### config.mk
export PLATFORM = sky130hd
export DESIGN_NAME = bkt_mul
export DESIGN_NICKNAME = d
export VERILOG_FILES = /design/src/rtl/core/bkt_pkg.sv /design/src/rtl/core/bkt_mul.sv
export SDC_FILE = /design/constraint.sdc
export NUM_CORES = 2
export LEC_CHECK = 0
export BUFFER_PORTS_ARGS = -buffer_cell sky130_fd_sc_hd__buf_2
export CAP_MARGIN = 30
export CORE_MARGIN = 2
export CORE_UTILIZATION = 45
export CTS_CLUSTER_SIZE = 10
export DETAILED_ROUTE_END_ITERATION = 6
export GPL_TIMING_DRIVEN = 1
export HOLD_SLACK_MARGIN = 0.05
export MAX_ROUTING_LAYER = met4
export PLACE_DENSITY = 0.58
export SETUP_SLACK_MARGIN = 0.05
export SKIP_CTS_REPAIR_TIMING = 1
export SLEW_MARGIN = 40
export SYNTH_ARGS = -nofsm -noshare
export SYNTH_HDL_FRONTEND = slang
export SYNTH_SLANG_ARGS = --single-unit
### constraint.sdc
create_clock -name clk -period 11.8 [get_ports clk]
set_input_delay 2.36 -clock clk [delete_from_list [all_inputs] [get_ports clk]]
set_output_delay 2.36 -clock clk [all_outputs]
set_load 0.01 [all_outputs]
### src/rtl/core/bkt_pkg.sv
package bkt_pkg;

	localparam int FRAC_BITS = 16;
	localparam int PIXEL_BITS = 12;
	localparam int POS_W = 32;
	localparam int COV_W = 40;
	localparam int REG_W = 24;
	localparam int PIX_OUT_W = 14;
	localparam int AGE_W = 16;
	localparam int MAG_W = 64;
	localparam int DIV_NUM_W = COV_W + FRAC_BITS;

	typedef enum logic [1:0] {
		OP_INIT    = 2'd0,
		OP_PREDICT = 2'd1,
		OP_UPDATE  = 2'd2,
		OP_NONE    = 2'd3
	} op_t;

	typedef enum logic [1:0] {
		REG_PROCESS_NOISE     = 2'd0,
		REG_MEASUREMENT_NOISE = 2'd1,
		REG_INITIAL_VARIANCE  = 2'd2
	} reg_idx_t;

	typedef enum logic [4:0] {
		ST_IDLE,
		ST_LOAD,
		ST_PRED,
		ST_UPD_CHK,
		ST_DIV0_GO,
		ST_DIV0_WAIT,
		ST_DIV1_GO,
		ST_DIV1_WAIT,
		ST_MUL_GO,
		ST_MUL_WAIT,
		ST_MUL_WB,
		ST_UPD_WB,
		ST_NEXT,
		ST_OUT_CALC,
		ST_OUT
	} state_t;

	typedef struct packed {
		logic                 start;
		logic [COV_W-1:0]     num;
		logic [COV_W:0]       den;
	} div_req_t;

	typedef struct packed {
		logic                 done;
		logic [POS_W-1:0]     gain;
	} div_rsp_t;

	typedef struct packed {
		logic                 start;
		logic signed [COV_W:0] a;
		logic signed [COV_W:0] b;
	} mul_req_t;

	typedef struct packed {
		logic                 done;
		logic signed [MAG_W-1:0] prod;
	} mul_rsp_t;

	function automatic logic signed [POS_W-1:0] sat_pos(input logic signed [MAG_W-1:0] v);
		logic signed [MAG_W-1:0] hi;
		logic signed [MAG_W-1:0] lo;
		begin
			hi = (MAG_W)'((64'sd1 <<< (POS_W - 1)) - 64'sd1);
			lo = -hi - 64'sd1;
			if (v > hi) sat_pos = hi[POS_W-1:0];
			else if (v < lo) sat_pos = lo[POS_W-1:0];
			else sat_pos = v[POS_W-1:0];
		end
	endfunction

	function automatic logic signed [COV_W-1:0] sat_cov(input logic signed [MAG_W-1:0] v);
		logic signed [MAG_W-1:0] hi;
		logic signed [MAG_W-1:0] lo;
		begin
			hi = (MAG_W)'((64'sd1 <<< (COV_W - 1)) - 64'sd1);
			lo = -hi - 64'sd1;
			if (v > hi) sat_cov = hi[COV_W-1:0];
			else if (v < lo) sat_cov = lo[COV_W-1:0];
			else sat_cov = v[COV_W-1:0];
		end
	endfunction

	function automatic logic [PIX_OUT_W-1:0] out_pix(input logic signed [MAG_W-1:0] v,
			input logic odd);
		logic [MAG_W-1:0] m;
		logic signed [MAG_W-1:0] s;
		begin
			m = v[MAG_W-1] ? (MAG_W)'(-v) : v;
			m = odd ? (m >> (FRAC_BITS + 1)) : (m >> FRAC_BITS);
			s = v[MAG_W-1] ? -$signed(m) : $signed(m);
			if (s > 64'sd8191) out_pix = 14'h1fff;
			else if (s < -64'sd8192) out_pix = 14'h2000;
			else out_pix = s[PIX_OUT_W-1:0];
		end
	endfunction

endpackage

### src/rtl/core/bkt_mul.sv
module bkt_mul (
	input  logic               clk,
	input  logic               arst_n,
	input  bkt_pkg::mul_req_t  req,
	output bkt_pkg::mul_rsp_t  rsp
);

	localparam int AW = bkt_pkg::COV_W;

	logic [AW-1:0]    ma_q;
	logic [AW-1:0]    mb_q;
	logic             neg_q;
	logic [1:0]       ph_q;
	logic [63:0]      tl_q;
	logic [63:0]      th_q;
	logic [63:0]      m_q;
	logic [AW-1:0]    am;
	logic [AW-1:0]    bm;
	logic [63:0]      fmask;

	assign am = req.a[AW] ? AW'(-req.a) : req.a[AW-1:0];
	assign bm = req.b[AW] ? AW'(-req.b) : req.b[AW-1:0];
	assign fmask = (64'd1 << bkt_pkg::FRAC_BITS) - 64'd1;

	always_ff @(posedge clk or negedge arst_n) begin
		if (!arst_n) begin
			ph_q <= '0;
		end else if (req.start) begin
			ph_q <= 2'd1;
		end else if (ph_q != 2'd0) begin
			ph_q <= (ph_q == 2'd3) ? 2'd0 : ph_q + 2'd1;
		end
	end

	always_ff @(posedge clk) begin
		if (req.start) begin
			ma_q <= am;
			mb_q <= bm;
			neg_q <= req.a[AW] ^ req.b[AW];
		end
		if (ph_q == 2'd1) tl_q <= 64'(ma_q) * 64'(mb_q[19:0]);
		if (ph_q == 2'd2) th_q <= 64'(ma_q) * 64'(mb_q[AW-1:20]);
		if (ph_q == 2'd3) begin
			if ((th_q >> bkt_pkg::FRAC_BITS) >= (64'd1 << 41))
				m_q <= 64'd1 << 61;
			else
				m_q <= ((th_q >> bkt_pkg::FRAC_BITS) << 20)
					+ ((tl_q + ((th_q & fmask) << 20)) >> bkt_pkg::FRAC_BITS);
		end
	end

	logic done_q;
	always_ff @(posedge clk or negedge arst_n) begin
		if (!arst_n) done_q <= 1'b0;
		else done_q <= (ph_q == 2'd3);
	end

	assign rsp.done = done_q;
	assign rsp.prod = neg_q ? -$signed(m_q) : $signed(m_q);

endmodule

==> run summary <==
* Distinct cells, synth: 75
* maximum number of pins on one net before global-route repair: 70
* netlist area before placement: 0.0633 sq mm
* non-filler cells in the finished layout: 8,745
* starting utilization of the core area: 45.3%
* number of instances in the synthesized netlist: 6,890
* I/O pin count: 150
* instance count after placement with tap cells included: 8,673
* aggregate routed wire length: 185 mm
* final setup violating endpoints: 0
* combined global-route utilization of all metal layers: 27.6%
* Final Core Density: 48.2%
* ratio of cells with drive above 1 in the final layout: 5.33%
* net count reported at finish: 8,674
* standard cell area after detailed placement: 0.0660 sq mm
* area growth from synthesis to final layout: 6.24%
* clock latency of the later-clocked register in the worst-skew pair: 0.59 ns
* Peak Freq: 112 MHz
* Hold WC Path Type: reg2reg
* number of global-route vias before repair: 49,800
* Post-Syn Area per Cell: 9.18 sq um
* Final Max Slew Viols: 0
* number of port buffers: 149
* clock period minus worst slack: 8.91 ns
* Detailed Route Iter0 Violations: 3,506
* dominant register cell in the synthesized netlist: sky130_fd_sc_hd__edfxtp_1
* transition time at the pin with the least slew margin: 0.893 ns
* Clk Tree Root Cell: sky130_fd_sc_hd__clkbuf_16
* unrepaired setup endpoints after global routing: false
* Maximum Capacitance Violations: 0
* type of the setup path with the least slack: reg2reg
* worst-case headroom to the max-slew limit: 39.9%
* die area: 0.144 sq mm
* clock tree from TritonCTS: done
* DR DRC count: 0
* number of clock buffers inserted by TritonCTS: 36
* CTS HTree Levels: 2
* design area: 0.0672 sq mm
* count of final hold-check violations: 0
* detailed-placement wirelength estimate: 145 mm
* arrival time reported for the critical path endpoint: 9.23 ns
* number of core rows: 137
* count of yosys warnings during synthesis: 0
* global-route wire length before repair: 294 mm
* Antenna Violating Nets Remaining: 0
* Required @ worst endpoint: 12.12 ns
* vias after detailed routing: 46,900
* EDFF count, synth: 249
* total congestion overflow: 0
* synthesis-stage register bit count: 252
* crit share post-route: 75.5%
* total negative slack for setup checks: 0 ns
* worst setup skew after layout: 0.0229 ns
* overall die height: 379 um
* Crit Path Max Fanout: 13
* proportion of register bits with asynchronous set or reset after synthesis: 1.19%
* post-DR vias/cell: 5.37
* initial antenna violation count: 4
* element type at the critical path end: flop
* clock slew at the register clock pins of the worst setup and hold paths: 0.07 ns
* Clock Sink Count: 252
* status: finished clean
* DRT Pass-1 Iters: 6
* post-detailed-route wirelength per cell: 21.2 um
* final RePlAce weighted congestion: 0.938
* CP Launch Type: flop
* clock tree buffer depth: 3
* sequential area share after synthesis: 11.9%
* placeable core region: 0.140 sq mm
* die width: 379 um
-- logic make-up (layout without fill, tap and decap cells) --
logic type / count (synthesis) / in the layout / synth area share (%)
adders and majority gates: 1747 / 1747 / 50.7
xor gates and xnor gates: 298 / 298 / 4.13
muxes: 3 / 3 / 0.0475
AOI/OAI and AO/OA: 559 / 559 / 5.72
buffers and inverters: 1854 / 1828 / 11.0
and+or+nand+nor: 2176 / 2176 / 16.5
other: 1 / 6 / 0.00593
DFF: 252 / 252 / 11.9
-- cells in the mapped netlist, types with 4 or more instances --
library cell	count	share of area (%)
sky130_fd_sc_hd__a2111oi_0	7	0.097
sky130_fd_sc_hd__a211o_1	4	0.055
sky130_fd_sc_hd__a211oi_1	18	0.21
sky130_fd_sc_hd__a21boi_0	6	0.071
sky130_fd_sc_hd__a21o_1	53	0.63
sky130_fd_sc_hd__a21oi_1	158	1.2
sky130_fd_sc_hd__a221oi_1	4	0.055
sky130_fd_sc_hd__a311o_1	4	0.063
sky130_fd_sc_hd__a31o_2	4	0.055
sky130_fd_sc_hd__a31oi_1	12	0.12
sky130_fd_sc_hd__and2_1	598	5.9
sky130_fd_sc_hd__and3_1	26	0.26
sky130_fd_sc_hd__and4_1	14	0.19
sky130_fd_sc_hd__buf_1	5	0.030
sky130_fd_sc_hd__clkbuf_1	363	2.2
sky130_fd_sc_hd__edfxtp_1	249	12
sky130_fd_sc_hd__fa_1	1361	43
sky130_fd_sc_hd__ha_1	386	7.6
sky130_fd_sc_hd__inv_1	1483	8.8
sky130_fd_sc_hd__nand2_1	1172	7.0
sky130_fd_sc_hd__nand2b_1	17	0.17
sky130_fd_sc_hd__nand3_1	31	0.25
sky130_fd_sc_hd__nand3b_1	5	0.059
sky130_fd_sc_hd__nand4_1	34	0.34
sky130_fd_sc_hd__nor2_1	125	0.74
sky130_fd_sc_hd__nor2b_1	12	0.12
sky130_fd_sc_hd__nor3_1	35	0.28
sky130_fd_sc_hd__nor3b_1	6	0.071
sky130_fd_sc_hd__nor4_1	14	0.14
sky130_fd_sc_hd__o211ai_1	7	0.083
sky130_fd_sc_hd__o21a_1	23	0.27
sky130_fd_sc_hd__o21ai_0	128	1.0
sky130_fd_sc_hd__o21bai_1	17	0.20
sky130_fd_sc_hd__o311ai_0	5	0.069
sky130_fd_sc_hd__o31ai_1	55	0.65
sky130_fd_sc_hd__o41ai_1	26	0.36
sky130_fd_sc_hd__or2_2	10	0.099
sky130_fd_sc_hd__or3_1	41	0.41
sky130_fd_sc_hd__or4_1	19	0.23
sky130_fd_sc_hd__or4_4	4	0.071
sky130_fd_sc_hd__xnor2_1	225	3.1
sky130_fd_sc_hd__xor2_1	73	1.0
-- layer usage --
metal	GRT usage, %	vias to the layer above	share of wire, %
li1	-	20600	-
met1	38.6	24400	45
met2	42.3	1701	45
met3	4.85	238	8.3
met4	5.40	0	2.2
met5	-	-	0
-- through the flow --
step	hold WS, ns	setup WS, ns
after detailed placement	0.510	2.81
final	0.516	2.89
after floorplan	0.497	4.32
after global routing	0.531	2.43
after global placement	0.515	2.71
after CTS	0.522	2.79
-- area by class of cell --
cell class,count,area [sq um]
fill,13400,72300
multi-input combinational,4785,48800
sequential,252,7550
inverter,1484,5570
tap,1876,2350
timing repair buffer,283,1870
clock buffer,44,941
clock inverter,17,148
antenna,4,10.0
-- flip-flops by register name, indices dropped and copies added (netlist names) --
signal,flops
done_q,1
ma_q,40
th_q,60
neg_q,1
ph_q,2
tl_q,44
mb_q,40
m_q,64
-- worst max-delay path, stage by stage (launching register included) --
cell	delay, ns
sky130_fd_sc_hd__edfxtp_1	0.80
sky130_fd_sc_hd__buf_4	0.37
sky130_fd_sc_hd__nand2_1	0.12
sky130_fd_sc_hd__fa_1	0.54
sky130_fd_sc_hd__fa_1	0.51
sky130_fd_sc_hd__fa_1	0.55
sky130_fd_sc_hd__inv_1	0.05
sky130_fd_sc_hd__fa_1	0.56
sky130_fd_sc_hd__fa_1	0.44
sky130_fd_sc_hd__fa_1	0.50
sky130_fd_sc_hd__inv_1	0.07
sky130_fd_sc_hd__fa_1	0.48
sky130_fd_sc_hd__inv_1	0.05
sky130_fd_sc_hd__ha_1	0.35
sky130_fd_sc_hd__a21oi_1	0.16
sky130_fd_sc_hd__nor2_1	0.06
sky130_fd_sc_hd__a211oi_1	0.31
sky130_fd_sc_hd__o21ai_1	0.27
sky130_fd_sc_hd__o41ai_1	0.73
sky130_fd_sc_hd__buf_4	0.21
sky130_fd_sc_hd__nand2_1	0.13
sky130_fd_sc_hd__a211oi_1	0.44
sky130_fd_sc_hd__nor3_1	0.12
sky130_fd_sc_hd__a2111oi_0	0.64
sky130_fd_sc_hd__xnor2_1	0.15
-- placed cells by master, fill, tap and decap left out, types with 40 or more instances in the layout --
cell type	count
sky130_fd_sc_hd__inv_1	1483
sky130_fd_sc_hd__fa_1	1361
sky130_fd_sc_hd__nand2_1	1172
sky130_fd_sc_hd__and2_1	598
sky130_fd_sc_hd__ha_1	383
sky130_fd_sc_hd__edfxtp_1	249
sky130_fd_sc_hd__xnor2_1	224
sky130_fd_sc_hd__a21oi_1	157
sky130_fd_sc_hd__buf_2	147
sky130_fd_sc_hd__o21ai_0	127
sky130_fd_sc_hd__nor2_1	125
sky130_fd_sc_hd__buf_4	112
sky130_fd_sc_hd__xor2_1	73
sky130_fd_sc_hd__o31ai_1	55
sky130_fd_sc_hd__a21o_1	53
sky130_fd_sc_hd__or3_1	40
-- worst paths after layout --
kind	start	endpoint	slack, ns	depth (start not counted)
max reg2reg	mb_q[5]	tl_q[59]	2.89	24
min	tl_q[16]	m_q[0]	0.52	1
min reg2reg	tl_q[16]	m_q[0]	0.52	1
max	mb_q[5]	tl_q[59]	2.89	24
max in group asynchronous	arst_n	ph_q[0]	10.10	1
min in group asynchronous	arst_n	done_q	1.58	1
Power is left out: the tool's default activity adds up to more than one toggle a clock period on the data nets, which glitch-free logic cannot reach.
