<file path="src/rtl/core/bkt_pkg.sv">
package bkt_pkg;

	localparam int FRAC_BITS = 16;
	localparam int PIXEL_BITS = 12;
	localparam int POS_W = 32;
	localparam int COV_W = 40;
	localparam int REG_W = 24;
	localparam int PIX_OUT_W = 14;
	localparam int AGE_W = 16;
	localparam int MAG_W = 64;
	localparam int DIV_NUM_W = COV_W + FRAC_BITS;

	typedef enum logic [1:0] {
		OP_INIT    = 2'd0,
		OP_PREDICT = 2'd1,
		OP_UPDATE  = 2'd2,
		OP_NONE    = 2'd3
	} op_t;

	typedef enum logic [1:0] {
		REG_PROCESS_NOISE     = 2'd0,
		REG_MEASUREMENT_NOISE = 2'd1,
		REG_INITIAL_VARIANCE  = 2'd2
	} reg_idx_t;

	typedef enum logic [4:0] {
		ST_IDLE,
		ST_LOAD,
		ST_PRED,
		ST_UPD_CHK,
		ST_DIV0_GO,
		ST_DIV0_WAIT,
		ST_DIV1_GO,
		ST_DIV1_WAIT,
		ST_MUL_GO,
		ST_MUL_WAIT,
		ST_MUL_WB,
		ST_UPD_WB,
		ST_NEXT,
		ST_OUT_CALC,
		ST_OUT
	} state_t;

	typedef struct packed {
		logic                 start;
		logic [COV_W-1:0]     num;
		logic [COV_W:0]       den;
	} div_req_t;

	typedef struct packed {
		logic                 done;
		logic [POS_W-1:0]     gain;
	} div_rsp_t;

	typedef struct packed {
		logic                 start;
		logic signed [COV_W:0] a;
		logic signed [COV_W:0] b;
	} mul_req_t;

	typedef struct packed {
		logic                 done;
		logic signed [MAG_W-1:0] prod;
	} mul_rsp_t;

	function automatic logic signed [POS_W-1:0] sat_pos(input logic signed [MAG_W-1:0] v);
		logic signed [MAG_W-1:0] hi;
		logic signed [MAG_W-1:0] lo;
		begin
			hi = (MAG_W)'((64'sd1 <<< (POS_W - 1)) - 64'sd1);
			lo = -hi - 64'sd1;
			if (v > hi) sat_pos = hi[POS_W-1:0];
			else if (v < lo) sat_pos = lo[POS_W-1:0];
			else sat_pos = v[POS_W-1:0];
		end
	endfunction

	function automatic logic signed [COV_W-1:0] sat_cov(input logic signed [MAG_W-1:0] v);
		logic signed [MAG_W-1:0] hi;
		logic signed [MAG_W-1:0] lo;
		begin
			hi = (MAG_W)'((64'sd1 <<< (COV_W - 1)) - 64'sd1);
			lo = -hi - 64'sd1;
			if (v > hi) sat_cov = hi[COV_W-1:0];
			else if (v < lo) sat_cov = lo[COV_W-1:0];
			else sat_cov = v[COV_W-1:0];
		end
	endfunction

	function automatic logic [PIX_OUT_W-1:0] out_pix(input logic signed [MAG_W-1:0] v,
			input logic odd);
		logic [MAG_W-1:0] m;
		logic signed [MAG_W-1:0] s;
		begin
			m = v[MAG_W-1] ? (MAG_W)'(-v) : v;
			m = odd ? (m >> (FRAC_BITS + 1)) : (m >> FRAC_BITS);
			s = v[MAG_W-1] ? -$signed(m) : $signed(m);
			if (s > 64'sd8191) out_pix = 14'h1fff;
			else if (s < -64'sd8192) out_pix = 14'h2000;
			else out_pix = s[PIX_OUT_W-1:0];
		end
	endfunction

endpackage

</file>
<file path="src/rtl/core/bkt_div.sv">
module bkt_div (
	input  logic               clk,
	input  logic               arst_n,
	input  bkt_pkg::div_req_t  req,
	output bkt_pkg::div_rsp_t  rsp
);

	localparam int NW = bkt_pkg::DIV_NUM_W;
	localparam int DW = bkt_pkg::COV_W + 1;

	logic [NW-1:0]  quo_q;
	logic [DW:0]    rem_q;
	logic [DW-1:0]  den_q;
	logic [6:0]     cnt_q;
	logic           busy_q;
	logic           done_q;
	logic [DW:0]    trial;
	logic [DW:0]    shifted;

	assign shifted = {rem_q[DW-1:0], quo_q[NW-1]};
	assign trial = shifted - {1'b0, den_q};

	always_ff @(posedge clk or negedge arst_n) begin
		if (!arst_n) begin
			busy_q <= 1'b0;
			done_q <= 1'b0;
			cnt_q <= '0;
		end else begin
			done_q <= 1'b0;
			if (req.start) begin
				busy_q <= 1'b1;
				cnt_q <= 7'(NW);
			end else if (busy_q) begin
				cnt_q <= cnt_q - 7'd1;
				if (cnt_q == 7'd1) begin
					busy_q <= 1'b0;
					done_q <= 1'b1;
				end
			end
		end
	end

	always_ff @(posedge clk) begin
		if (req.start) begin
			quo_q <= {req.num, {bkt_pkg::FRAC_BITS{1'b0}}};
			rem_q <= '0;
			den_q <= req.den;
		end else if (busy_q) begin
			if (!trial[DW]) begin
				rem_q <= trial;
				quo_q <= {quo_q[NW-2:0], 1'b1};
			end else begin
				rem_q <= shifted;
				quo_q <= {quo_q[NW-2:0], 1'b0};
			end
		end
	end

	assign rsp.done = done_q;
	assign rsp.gain = (quo_q > NW'(32'h7fffffff)) ? 32'h7fffffff : quo_q[bkt_pkg::POS_W-1:0];

endmodule

</file>
<file path="config.mk">
export PLATFORM = sky130hd
export DESIGN_NAME = bkt_div
export DESIGN_NICKNAME = d
export VERILOG_FILES = /design/src/rtl/core/bkt_pkg.sv /design/src/rtl/core/bkt_div.sv
export SDC_FILE = /design/constraint.sdc
export NUM_CORES = 1
export LEC_CHECK = 0
export ABC_CLOCK_PERIOD_IN_PS = 6900
export BUFFER_PORTS_ARGS = -buffer_cell sky130_fd_sc_hd__buf_2
export CAP_MARGIN = 20
export CORE_AREA = 3 3 169 105
export CTS_BUF_LIST = sky130_fd_sc_hd__clkbuf_8 sky130_fd_sc_hd__clkbuf_16
export CTS_CLUSTER_DIAMETER = 80
export DETAILED_ROUTE_END_ITERATION = 6
export DIE_AREA = 0 0 172 108
export PLACE_DENSITY = 0.8
export SLEW_MARGIN = 25
export SYNTH_ARGS = -nofsm -noshare
export SYNTH_HDL_FRONTEND = slang
export SYNTH_SLANG_ARGS = --single-unit
</file>
<file path="constraint.sdc">
create_clock -name clk -period 6.9 [get_ports clk]
set_clock_uncertainty 0.05 [all_clocks]
set_input_delay 0.345 -clock clk [delete_from_list [all_inputs] [get_ports clk]]
set_output_delay 0.345 -clock clk [all_outputs]
set_load 0.01 [all_outputs]
</file>
==> results of run 1 <==
-- timing repair --
action,in CTS,in global routing
hold buffers,1,0
endpoints found under the hold margin,9,0
gates resized for setup,0,0
-- report_power, final --
part	internal, mW	switching, mW
registers	0.977	0.0252
clock network	0.535	0.384
logic	0.0840	0.106
-- sequential cells by signal (all words and copies together) (netlist names) --
register / flops
busy_q: 1
rem_q: 41
done_q: 1
cnt_q: 7
den_q: 41
quo_q: 56
-- metal layers --
metal,vias to the layer above,track usage (%),routed length [um]
met4,0,5.068,157
li1,3174,-,-
met5,-,0,0
met1,2999,33.79,9920
met2,178,26.19,7405
met3,16,4.019,1093
-- cell usage after synthesis, types with 18 or more instances --
cell type,instances,area share [%]
inv_1,56,2.5
edfxtp_1,81,29
ha_1,43,6.5
a22o_1,39,4.1
dfxtp_1,57,14
mux2i_1,48,5.8
a21oi_1,45,2.7
nor2_1,85,3.8
a211oi_1,35,3.2
or3_1,32,2.4
o21ai_0,18,1.1
xnor2_1,24,2.5
clkbuf_1,37,1.7
nand2_1,34,1.5
-- worst max-delay path, delay by kind of cell (launching register included) --
family | cells | cell delay, ns
DFF | 1 | 0.32
buffers and inverters | 2 | 0.62
and+or+nand+nor | 1 | 0.10
AOI/OAI and AO/OA | 7 | 1.36
xor gates and xnor gates | 1 | 0.55
adders and majority gates | 1 | 0.38
muxes | 1 | 0.28
-- area by class of cell --
| type | count | area share [%] |
|---|---|---|
| clock buffers | 17 | 4.463 |
| clock inverters | 15 | 1.667 |
| well taps | 209 | 2.743 |
| repair buffers | 122 | 6.720 |
| flip-flops and latches | 147 | 39.89 |
| inverters | 56 | 2.205 |
| multi-input cells | 565 | 42.32 |
-- how the worst max path moves through the flow --
stage	startpoint	end	slack, ns	cells past startpoint
6_report	den_q[11]	rem_q[7]	3.05	13
5_1_grt	den_q[1]	rem_q[4]	2.77	13
4_1_cts	den_q[1]	rem_q[7]	3.07	13
3_5_place_dp	den_q[1]	rem_q[7]	3.10	13
3_3_place_gp	den_q[1]	rem_q[11]	3.25	13
2_1_floorplan	quo_q[55]	rem_q[34]	4.05	13
-- kinds of logic after synthesis --
kind of cell / share of synthesized area (%)
DFF: 45.83
AOI/OAI and AO/OA: 18.04
and+or+nand+nor: 13.36
buffers and inverters: 5.525
adders and majority gates: 6.733
muxes: 5.797
other: 0.04525
xor gates and xnor gates: 4.665
==> run metrics, run 1 <==
layout cell share with drive strength beyond 1=18.11%; Final period util=55.75%; aggregate global routing overflow=0; clk slew on worst S/H paths=0.07 ns; Mapped Nets=949; number of global-route vias before repair=5,786; CP Launch Type=register; Initial Util=51.11%; r2r startpoint=den_q[11]; FP Rows=36; Crit-path slowest cell=buf_4; worst path required time=7.12 ns; # clock sinks=147; Fin Setup TNS=0 ns; leakage=4.335 nW; PD cells=221.5 mW/mm2; Placed Cells=1,097; sequential share of the synthesized area=45.83%; # IOs=117; CP max FO=36; post-layout instance area=0.009533 mm2; WS Path Type=reg2reg; CTS tree=yes; initial antenna violation count=0; fmax=0.2600 GHz; Multi-input gate area=0.004034 mm2; total CTS buffers=17; Critical Path, Cell by Cell=inv_1 > ha_1 > a21oi_1 > nand2_1 > a21oi_1 > o2111a_1 > a21oi_2 > o21ai_2 > a21oi_4 > xnor2_4 > buf_4 > mux2i_1 > a211oi_1; FILL cells=1,402; Worst VDD drop=152.5 uV; Slew @ Worst Pin=0.8764 ns; hold depth=1; DR DRC count=0; dpl cell area=0.008924 mm2; Syn-to-layout area delta=15.02%; nets=1,037; worst r2r dst=rem_q[7]; H-tree depth=4; mapped cell area=0.008288 mm2; Via density=5.630; GRT Total Usage=20.31%; max-slew violation count=0; yosys warns=0; setup repair bufs after CTS=0; hold_ws=0.03823 ns; GP Congestion=0.9619; Worst path max stage delay=0.58 ns; mean post-synth cell area=10.09 um2; pre-CTS setup slack=3.096 ns; Die Ht=108 um; Hold Path End=den_q[17]; # setup viols final=0; Setup crit end kind=register; largest net degree at the start of global routing=92; FF/Latch Area=0.003802 mm2; fin cells=1,131; DR vias=6,367; final wirelength=18,580 um; #FFs+latches synth=147; post-layout util=58.79%; worst reg2reg setup slack=3.05 ns; Antenna Nets Post-Route=0; CP dominant cell by count=a21oi_1; commonest non-fill, non-tap cell in the layout=buf_2; WP data arrival=4.06 ns; first-pass GRT wire length=30,220 um; Clock Latency Late Sink=0.43 ns; post-route setup slack=3.054 ns; chip width=172 um; Pwr Total=2.111 mW; Synth cell types=70; ANT cells=0; IO Port Bufs=115; Cells after Synth=821; min-delay src=req[17]; most frequent cells in the layout=buf_2 (114), nor2_1 (85), edfxtp_1 (81); run status=finished clean; root buf cell=clkbuf_16; Post-DP HPWL=12,970 um; average wire per standard cell=16.43 um; Max clock buf depth=2; Die ar.=0.01858 mm2; Max Cap Viol=0; RSZ-0062 raised after global routing=no; Iter 0 DRT Violations=459; min cycle time layout=3.846 ns; Core Region=0.01622 mm2; Post-synth EDFFs=81; Worst Hold Class=in2reg; Primary FF master, synth=edfxtp_1; R2R depth=13; Hold Vio Cnt, Final=0; ys async rst share=6.122%; relative slew slack=41.41%; drt first pass iters=5
Note: power is estimated with default switching activity, not from simulation.
==> run 2, diff against run 1 <==
--- a/config.mk
+++ b/config.mk
@@ -5,7 +5,7 @@
 export SDC_FILE = /design/constraint.sdc
 export NUM_CORES = 1
 export LEC_CHECK = 0
-export ABC_CLOCK_PERIOD_IN_PS = 6900
+export ABC_CLOCK_PERIOD_IN_PS = 3600
 export BUFFER_PORTS_ARGS = -buffer_cell sky130_fd_sc_hd__buf_2
 export CAP_MARGIN = 20
 export CORE_AREA = 3 3 169 105
==> constraint.sdc (replaced) <==
create_clock -name clk -period 3.6 [get_ports clk]
set_clock_uncertainty 0.05 [all_clocks]
set_input_delay 0.18 -clock clk [delete_from_list [all_inputs] [get_ports clk]]
set_output_delay 0.18 -clock clk [all_outputs]
set_load 0.01 [all_outputs]
==> run 2 against run 1 <==
Wire length rose by 3.8%. Final cell count rose by 4.8%. Sequential power rose by 92%. Core utilization rose by 3.2 points. Die area did not move. Register-to-register slack got worse by 2.8 ns. Sequential share of layout area fell by 2.1 points. Count of clock-buffer cells in the layout rose by 1. First-iteration DRC count rose by 24%. Clock power rose by 83%. Critical endpoint is now rem_q[36]. Combinational power rose by 120%.
==> run metrics, run 2 (synthesis results as in run 1) <==
DR vias=6,640 (+4.3%); Iter 0 DRT Violations=571 (+24%); Die Ht=108 um (unchanged); drt first pass iters=5 (unchanged); aggregate global routing overflow=0 (unchanged); Max Cap Viol=0 (unchanged); post-route setup slack=0.2980 ns (-2.756 ns); H-tree depth=4 (unchanged); Syn-to-layout area delta=21.36%; fmax=0.3028 GHz (+16%); Hold Vio Cnt, Final=0 (unchanged); most flop-heavy register=quo_q; min cycle time layout=3.302 ns (-0.5445 ns); Worst VDD drop=237.3 uV (+56%); leakage=4.564 nW (+5.3%); Worst Hold Class=in2reg; hold_ws=0.01647 ns (-0.02176 ns); Antenna Nets Post-Route=0 (unchanged); number of global-route vias before repair=6,315 (+9.1%); Largest register FFs=56 (unchanged); RSZ-0062 raised after global routing=no; Core Region=0.01622 mm2 (unchanged); IO Port Bufs=115 (unchanged); Die ar.=0.01858 mm2 (unchanged); post-CTS sizing=0 (unchanged); Setup crit end kind=register; commonest non-fill, non-tap cell in the layout=buf_2; average wire per standard cell=16.28 um (-0.91%); Initial Util=51.11% (unchanged); # setup viols final=0 (unchanged); root buf cell=clkbuf_16; first-pass GRT wire length=31,800 um (+5.2%); worst reg2reg setup slack=0.30 ns (-2.76 ns); total CTS buffers=17 (unchanged); CP Launch Type=register; DR DRC count=0 (unchanged); Regs by FF count=quo_q: 56 flops, den_q: 41 flops, rem_q: 41 flops; hold_buf cts=54 (+53); relative slew slack=40.40% (-1.0 points); PD cells=399.7 mW/mm2 (+80%); chip width=172 um (unchanged); Final period util=91.72% (+36 points); clk slew on worst S/H paths=0.07 ns (about the same); initial antenna violation count=0 (unchanged); final wirelength=19,290 um (+3.8%); GRT Total Usage=21.24% (+0.93 points); Via density=5.603 (-0.46%); WS Path Type=reg2reg; worst path required time=3.88 ns (-3.24 ns); FP Rows=36 (unchanged); run status=finished clean; WP data arrival=3.58 ns (-0.48 ns); # IOs=117 (unchanged); GP Congestion=0.9186 (-4.5%); Post-DP HPWL=13,010 um (+0.28%); setup repair bufs after CTS=0 (unchanged); largest net degree at the start of global routing=146 (+59%); layout cell share with drive strength beyond 1=17.32% (-0.80 points); # clock sinks=147 (unchanged); most frequent cells in the layout=buf_2 (114), nor2_1 (85), edfxtp_1 (81); CP max FO=4 (-89%); Slew @ Worst Pin=0.8915 ns (+0.01503 ns); Clock Latency Late Sink=0.42 ns (about the same); nets=1,091 (+5.2%); pre-CTS setup slack=0.3358 ns (-2.760 ns); ANT cells=0 (unchanged); CTS tree=yes; max-slew violation count=0 (unchanged); Fin Setup TNS=0 ns (unchanged); Max clock buf depth=2 (unchanged)
run 2: cell type report:
| type | instances | area, um2 |
|---|---|---|
| clock buffer | 18 | 439.2 |
| sequential | 147 | 3802 |
| clock inverter | 14 | 115.1 |
| multi-input combinational | 565 | 4034 |
| inverter | 56 | 210.2 |
| timing repair buffer | 176 | 1196 |
| fill | 1354 | 6157 |
| tap | 209 | 261.5 |
run 2: report_power, final:
group          internal [mW]  total (mW)  switching, mW
sequential              1.87        1.92         0.0487
combinational          0.200       0.417          0.217
clock                  0.921        1.68          0.762
run 2: through the flow:
stage / cell area (um2) / util, % / std cells / total power [mW]
6_report: 10060 / 62.03 / 1185 / 4.020
5_1_grt: 10060 / 62.03 / 1185 / 4.191
4_1_cts: 10060 / 62.03 / 1185 / 4.054
3_5_place_dp: 8964 / 55.28 / 1099 / 2.320
3_3_place_gp: 8964 / 55.28 / 1099 / 2.309
2_1_floorplan: 8288 / - / 821 / 2.190
run 2: path summary, 6_finish.rpt:
| check | start | endpoint | cells past startpoint |
|---|---|---|---|
| min in group asynchronous | arst_n | done_q | 2 |
| min reg2reg | rem_q[21] | rem_q[21] | 2 |
| max in group asynchronous | arst_n | busy_q | 2 |
| min | req[63] | quo_q[38] | 2 |
| max reg2reg | quo_q[55] | rem_q[36] | 13 |
| max | quo_q[55] | rem_q[36] | 13 |
run 2: layer usage:
| layer | wire [um] | GRT usage, % | vias up |
|---|---|---|---|
| li1 | - | - | 3288 |
| met2 | 7735 | 29.16 | 184 |
| met1 | 10370 | 33.85 | 3148 |
| met3 | 999 | 4.567 | 20 |
| met4 | 185 | 4.841 | 0 |
| met5 | 0 | 0 | - |
run 2: worst max-delay path: stages, from the launching register on:
cell and delay (ns):
edfxtp_1 0.39, inv_1 0.06, ha_1 0.22, fa_1 0.42, nand2b_1 0.19, a21oi_1 0.25
o211ai_1 0.16, nand3_2 0.14, o21ai_4 0.08, o31ai_1 0.51, a31oi_1 0.21, xnor2_1 0.20
mux2i_1 0.11, a211oi_1 0.23
